<file path="src/sv/wpcb_pkg.sv">
// Package with the shared types and constants of the weighted palette colour blend.
package wpcb_pkg;

  localparam int SLOT_COUNT = 8;
  localparam int CHAN_COUNT = 4;
  localparam int CHAN_W     = 8;
  localparam int WEIGHT_W   = 16;
  localparam int Q_SHIFT    = 7;
  localparam int CFG_IDX_W  = 4;
  localparam int SUM_W      = WEIGHT_W - Q_SHIFT;

  localparam logic [SUM_W-1:0] COLOR_LIMIT = SUM_W'(255);
  localparam logic [SUM_W-1:0] ALPHA_LIMIT = SUM_W'(128);

  localparam int CHAN_ALPHA = 3;

  typedef struct packed {
    logic [31:0] slot_color_0;
    logic [31:0] slot_color_1;
    logic [31:0] slot_color_2;
    logic [31:0] slot_color_3;
    logic [31:0] slot_color_4;
    logic [31:0] slot_color_5;
    logic [31:0] slot_color_6;
    logic [31:0] slot_color_7;
    logic        last_in;
  } in_item_t;

  typedef struct packed {
    logic [7:0] red_out;
    logic [7:0] green_out;
    logic [7:0] blue_out;
    logic [7:0] alpha_out;
    logic       last_out;
  } out_item_t;

  // Control travelling alongside the data between pipeline stages.
  typedef struct packed {
    logic valid;
    logic last;
  } stage_ctl_t;

  typedef logic [SLOT_COUNT-1:0][WEIGHT_W-1:0] weight_arr_t;
  typedef logic [CHAN_COUNT-1:0][SLOT_COUNT-1:0][WEIGHT_W-1:0] prod_arr_t;

endpackage

</file>
<file path="src/sv/wpcb_reduce.sv">
// Reduction stage: wrapping sum of the products, Q7 shift and clamp per channel.
module wpcb_reduce (
  input  logic                 clk,
  input  logic                 rst_n,
  input  wpcb_pkg::stage_ctl_t ctl_in,
  input  wpcb_pkg::prod_arr_t  prod_in,
  output logic                 strobe,
  output wpcb_pkg::out_item_t  item_out
);
  import wpcb_pkg::*;

  logic [CHAN_COUNT-1:0][CHAN_W-1:0] chan_nxt;
  out_item_t item_nxt;
  out_item_t item_r;
  logic      strobe_r;

  always_comb begin
    logic [WEIGHT_W-1:0] acc;
    logic [SUM_W-1:0]    shifted;
    logic [SUM_W-1:0]    limit;
    for (int c = 0; c < CHAN_COUNT; c++) begin
      acc = '0;
      for (int k = 0; k < SLOT_COUNT; k++) begin
        acc = acc + prod_in[c][k];
      end
      shifted = acc[WEIGHT_W-1:Q_SHIFT];
      limit   = (c == CHAN_ALPHA) ? ALPHA_LIMIT : COLOR_LIMIT;
      chan_nxt[c] = (shifted < limit) ? shifted[CHAN_W-1:0] : limit[CHAN_W-1:0];
    end
    item_nxt.red_out   = chan_nxt[0];
    item_nxt.green_out = chan_nxt[1];
    item_nxt.blue_out  = chan_nxt[2];
    item_nxt.alpha_out = chan_nxt[CHAN_ALPHA];
    item_nxt.last_out  = ctl_in.last;
  end

  always_ff @(posedge clk) begin
    if (!rst_n) begin
      strobe_r <= 1'b0;
    end else begin
      strobe_r <= ctl_in.valid;
    end
  end

  always_ff @(posedge clk) begin
    item_r <= item_nxt;
  end

  assign strobe   = strobe_r;
  assign item_out = item_r;

endmodule

</file>
<file path="config.mk">
export PLATFORM = sky130hd
export DESIGN_NAME = wpcb_reduce
export DESIGN_NICKNAME = d
export VERILOG_FILES = /design/src/sv/wpcb_pkg.sv /design/src/sv/wpcb_reduce.sv
export SDC_FILE = /design/constraint.sdc
export NUM_CORES = 1
export LEC_CHECK = 0
export BUFFER_PORTS_ARGS = -buffer_cell sky130_fd_sc_hd__buf_4
export CORE_ASPECT_RATIO = 0.5
export CORE_UTILIZATION = 25
export DETAILED_ROUTE_END_ITERATION = 16
export PLACE_DENSITY = 0.53
export SETUP_SLACK_MARGIN = 0.15
export SLEW_MARGIN = 10
export SYNTH_ARGS = -nofsm -noshare
export SYNTH_HDL_FRONTEND = slang
export SYNTH_SLANG_ARGS = --single-unit
export TNS_END_PERCENT = 5
</file>
<file path="constraint.sdc">
create_clock -name clk -period 11.5 [get_ports clk]
set_input_delay 3.45 -clock clk [delete_from_list [all_inputs] [get_ports clk]]
set_output_delay 3.45 -clock clk [all_outputs]
set_load 0.1 [all_outputs]
</file>
# --- After elaboration in Yosys (flattened, before gate mapping) ---
# Index checks and enable logic that the tools add are counted.
word_totals:
  input_bits: 516
  output_inout_bits: 34
  elab_cells: 38
  regBits: 34
op_classes:
  magnitude_cmp: 4
  addsub: 28
op_table:
  columns: ["operator", "count"]
  rows:
  - ["adder 16 bit", 28]
  - ["< comparator 9 x 8 -> 1 bit, second input constant", 4]

# --- Longest topological paths before layout ---
depth:
  ltp_word: 8
  ltp_mapped: 16

# --- Worst setup path before layout ---
# OpenSTA, ideal clock, no wires.
synth_timing:
  kind: "input to register"
  startpoint: "input port prod_in[307] (netlist bit)"
  endpoint: "register item_r (netlist bit item_out[14])"
  path_buffers: 0
  slack_ns: 4.136
  t_arrival_ns: 7.221
  required_ns: 11.357
  cell_stages: 15
  cell_sequence: "inv_1 -> fa_1 -> inv_1 -> fa_1 -> fa_1 -> inv_1 -> fa_1 -> inv_1 -> ha_1 -> a2111oi_0 -> o31ai_1 -> a31o_2 -> a21o_1 -> a2111oi_0 -> o221ai_1"
synth_via:
  elab_chain_cells: 6
synth_rtl:
  columns: ["element", "line", "text"]
  rows:
  - ["start: declaration", "wpcb_reduce.sv:6", "input wpcb_pkg::prod_arr_t prod_in,"]
  - ["adder 16 bit * (5 in a row)", "wpcb_reduce.sv:24", "acc = acc + prod_in[c][k];"]
  - ["< comparator 9 x 8 -> 1 bit", "wpcb_reduce.sv:28", "chan_nxt[c] = (shifted < limit) ? shifted[CHAN_W-1:0] : limit[CHAN_W-1:0];"]
  - ["end signal: assignment", "wpcb_reduce.sv:46", "item_r <= item_nxt;"]
  - ["end: declaration", "wpcb_reduce.sv:14", "out_item_t item_r;"]
# Every way passes the cells marked *; elsewhere a longest branch is shown, timed or not.
# A chain may end at the register's enable or synchronous reset.

# --- Worst setup path in the final report ---
layout_timing:
  startpoint: "input port prod_in[179] (netlist bit)"
  endpoint: "register item_r (netlist bit item_out[20])"
# Same word-level chain as after synthesis.

==> tab_implementation.tex <==
\begin{tabular}{lr}
\hline
Metric & Value \\
\hline
\multicolumn{2}{l}{\textbf{Routing}} \\
\quad Post-route met1 wirelength & 13500 µm \\
\quad Remaining routing DRC violations & 0 \\
\quad DRC violation total after the first TritonRoute iteration & 221 \\
\quad Via count & 9709 \\
\quad Length of routed met3 wiring & 899 µm \\
\quad TritonRoute pass-1 iters & 4 \\
\quad Avg Vias per Cell & 3.87 \\
\quad Post-DR wirelength/cell & 14.3 µm \\
\quad Detailed-route wire length & 36000 µm \\
\quad Detailed route wirelength on metal2 & 20600 µm \\
\quad Number of antenna-violating nets in the routed design & 0 \\
\quad Highest signal layer in the routed design & met4 \\
\multicolumn{2}{l}{\textbf{Synth}} \\
\quad Fraction of synthesis flops using an asynchronous set or reset pin & 0\% \\
\quad Fraction of the yosys area taken by sequential cells & 5.46\% \\
\quad Nets in the synthesized netlist & 2223 \\
\quad Number of synthesis warnings & 0 \\
\quad Number of synthesized flops with an enable pin & 0 \\
\quad Primary FF master, synth & sky130\_fd\_sc\_hd\_\_dfxtp\_1 \\
\quad Average cell area after synthesis & 9.55 µm² \\
\quad Number of register bits inferred by synthesis & 34 \\
\quad Distinct cell type count of the synthesized netlist & 54 \\
\quad Netlist Area Pre-Place & 12500 µm² \\
\quad Cell count after synthesis & 1307 \\
\multicolumn{2}{l}{\textbf{Placement}} \\
\quad Routability cong. & 0.856 \\
\quad Placed wire-length estimate after detailed placement & 35000 µm \\
\quad Input/output buffers & 549 \\
\quad Total placed cells including tap cells & 2504 \\
\multicolumn{2}{l}{\textbf{Timing}} \\
\quad Setup violators final & 0 \\
\quad Crit share post-route & 67.7\% \\
\quad Minimum clock period & 7780 ps \\
\quad Sum of negative setup slack & 0 ps \\
\quad Final hold violation count & 0 \\
\quad Count of final max-slew check failures & 0 \\
\quad FMAX & 0.128 GHz \\
\quad Unrepaired setup endpoints after global routing & false \\
\quad Hold\_ws & 3280 ps \\
\quad Slew at the pin closest to its max-slew limit & 653 ps \\
\quad Max-slew headroom at the worst pin & 56.3\% \\
\multicolumn{2}{l}{\textbf{Critical path}} \\
\quad Worst setup EP type & flop \\
\quad Data required time at the worst endpoint & 11640 ps \\
\quad Crit path kind & in2reg \\
\quad Critical Path Fanout Max & 6 \\
\quad Arrival time at the worst endpoint & 7920 ps \\
\quad Type of origin of the critical path & input pin \\
\multicolumn{2}{l}{\textbf{Global route}} \\
\quad Number of global-route vias before repair & 10.7k \\
\quad Maximum number of pins on one net before global-route repair & 12 \\
\quad First-pass GRT wire length & 56600 µm \\
\quad Global route total overflow & 0 \\
\quad Initial antenna violation count & 0 \\
\quad GRT Overall Usage & 14.6\% \\
\multicolumn{2}{l}{\textbf{Layout}} \\
\quad Post-layout nets & 2778 \\
\quad Post-Layout Cell Count & 2512 \\
\quad Most frequent cells in the layout & sky130\_fd\_sc\_hd\_\_inv\_1 (606), sky130\_fd\_sc\_hd\_\_buf\_4 (549), sky130\_fd\_sc\_hd\_\_fa\_1 (340) \\
\quad Count of antenna diodes in the layout & 0 \\
\quad Most frequent standard cell in the layout excluding fill and tap cells & sky130\_fd\_sc\_hd\_\_inv\_1 \\
\quad Growth of design area from synthesis to finish & 40.7\% \\
\quad Filler Cell Count & 5002 \\
\quad Ratio of cells with drive above 1 in the final layout & 30.6\% \\
\quad Final core utilization & 35.9\% \\
\multicolumn{2}{l}{\textbf{Job}} \\
\quad Max-cap violations & 0 \\
\multicolumn{2}{l}{\textbf{Floorplan}} \\
\quad Number of ports placed on the die boundary & 550 \\
\quad Row count & 57 \\
\quad Standard cell core area & 48900 µm² \\
\quad Effective utilization at floorplan & 25.5\% \\
\quad Area enclosed by the die boundary & 50900 µm² \\
\quad Horizontal die dimension & 318 µm \\
\quad DIE HEIGHT & 160 µm \\
\multicolumn{2}{l}{\textbf{Run status}} \\
\quad Status & finished clean \\
\multicolumn{2}{l}{\textbf{Clock tree}} \\
\quad CTS tree & built \\
\quad Worst-case clock buffer depth & 2 \\
\quad Hold\_buf cts & 0 \\
\quad CTS clock-pin slew for the worst setup and hold paths & 60 ps \\
\quad Number of clock buffers inserted by TritonCTS & 5 \\
\quad H-tree Lvls & 2 \\
\quad Clock sinks & 34 \\
\quad Quantity of gates resized following cts & 0 \\
\quad Clock root cell & sky130\_fd\_sc\_hd\_\_clkbuf\_16 \\
\quad Post-CTS Setup Bufs & 0 \\
\multicolumn{2}{l}{\textbf{Hold path}} \\
\quad Worst Hold Path EP & item\_out[0]\$\_DFF\_P\_ \\
\quad Startpoint of the worst hold path & ctl\_in[0] \\
\quad Min-Delay Path Class & in2reg \\
\quad Hold Path Cell Cnt & 1 \\
\multicolumn{2}{l}{\textbf{Power}} \\
\quad Comb pwr share & 91.4\% \\
\quad Share of power burned in the clock network & 3.4\% \\
\quad Power density over the cells & 234 nW/µm² \\
\quad Total leakage power & 9.91 nW \\
\quad Net Sw Power & 2.23 mW \\
\quad Design Power & 4.12 mW \\
\quad Sequential cell fraction of total power & 5.2\% \\
\quad Switching portion of total power & 54.1\% \\
\quad Cell-internal power & 1.89 mW \\
\quad Worst supply voltage drop on vdd & 0.153 mV \\
\hline
\end{tabular}
flip-flops by register name, indices dropped and copies added, names as in the netlist:
register and count:
item_out 33, strobe 1
synthesized netlist by cell type, types with 4 or more instances:
library cell | count | area (µm²)
sky130_fd_sc_hd__a2111oi_0 | 4 | 35.0
sky130_fd_sc_hd__a211oi_1 | 8 | 60.1
sky130_fd_sc_hd__a21o_1 | 16 | 120
sky130_fd_sc_hd__a21oi_1 | 23 | 115
sky130_fd_sc_hd__a31oi_1 | 6 | 37.5
sky130_fd_sc_hd__and2_1 | 6 | 37.5
sky130_fd_sc_hd__dfxtp_1 | 34 | 681
sky130_fd_sc_hd__fa_1 | 340 | 6810
sky130_fd_sc_hd__ha_1 | 60 | 751
sky130_fd_sc_hd__inv_1 | 606 | 2270
sky130_fd_sc_hd__nand2_1 | 17 | 63.8
sky130_fd_sc_hd__nand2b_1 | 7 | 43.8
sky130_fd_sc_hd__nand3_1 | 6 | 30.0
sky130_fd_sc_hd__nor2_1 | 15 | 56.3
sky130_fd_sc_hd__nor2b_1 | 6 | 37.5
sky130_fd_sc_hd__nor3_1 | 7 | 35.0
sky130_fd_sc_hd__o21a_1 | 8 | 60.1
sky130_fd_sc_hd__o21ai_0 | 16 | 80.1
sky130_fd_sc_hd__o21bai_1 | 4 | 30.0
sky130_fd_sc_hd__o31ai_1 | 4 | 30.0
sky130_fd_sc_hd__xnor2_1 | 52 | 455
sky130_fd_sc_hd__xnor3_1 | 5 | 113
sky130_fd_sc_hd__xor2_1 | 8 | 70.1
per-layer routing:
layer	GRT usage, %	up-vias
met5	0	-
met4	3.71	0
met3	1.76	40
met2	28.5	143
met1	16.8	4821
li1	-	4705
power groups by stage:
stage / registers (mW) / logic [mW] / clock network [mW]
4_1_cts: 0.215 / 3.81 / 0.152
5_1_grt: 0.217 / 4.29 / 0.157
3_3_place_gp: 0.218 / 3.77 / 0
3_5_place_dp: 0.216 / 3.79 / 0
6_report: 0.213 / 3.76 / 0.142
2_1_floorplan: 0.523 / 2.55 / 0
stage by stage:
stage | cell area [µm²] | setup WS [ps]
detailed placement | 17400 | 3530
floorplan | 12500 | 4140
global placement | 17400 | 3560
finish | 17600 | 3720
CTS | 17600 | 3800
global route | 17600 | 3310
logic make-up after synthesis:
kind of cell    count (synthesis)  synth area share [%]
buf+inv                       607                  18.3
fa+ha+maj                     400                  60.6
mux                             5                 0.441
flops                          34                  5.46
compound gates                109                  5.91
simple gates                   83                  3.54
xor+xnor                       69                  5.82
final cells by class:
cell class	instances	area, µm²	share of cell area, %
Clock buffer	6	139	0.791
Clock inverter	2	12.5	0.0713
Inverter	606	2270	13.0
Multi-Input combinational cell	666	9520	54.2
Sequential cell	34	681	3.88
Tap cell	649	812	4.63
Timing Repair Buffer	549	4120	23.5
worst max-delay path, cell delays in order:
cell                        delay, ps
sky130_fd_sc_hd__buf_4             70
sky130_fd_sc_hd__inv_1             40
sky130_fd_sc_hd__fa_1             520
sky130_fd_sc_hd__inv_1             50
sky130_fd_sc_hd__fa_1             480
sky130_fd_sc_hd__fa_1             490
sky130_fd_sc_hd__inv_1             50
sky130_fd_sc_hd__fa_1             470
sky130_fd_sc_hd__inv_1             40
sky130_fd_sc_hd__ha_1             170
sky130_fd_sc_hd__a2111oi_0        580
sky130_fd_sc_hd__o31ai_1          300
sky130_fd_sc_hd__a31oi_1          360
sky130_fd_sc_hd__a211oi_1         140
sky130_fd_sc_hd__o21ai_0          510
sky130_fd_sc_hd__o211ai_1         180
worst max-delay path by stage:
stage / start / slack (ps) / end
5_1_grt: prod_in[195] / 3310 / item_out[17]$_SDFF_PP1_
3_3_place_gp: prod_in[179] / 3560 / item_out[20]$_SDFF_PP1_
2_1_floorplan: prod_in[307] / 4140 / item_out[14]$_SDFF_PP1_
3_5_place_dp: prod_in[179] / 3530 / item_out[20]$_SDFF_PP1_
6_report: prod_in[179] / 3720 / item_out[20]$_SDFF_PP1_
4_1_cts: prod_in[179] / 3800 / item_out[20]$_SDFF_PP1_
Note: power is estimated with default switching activity, not from simulation.
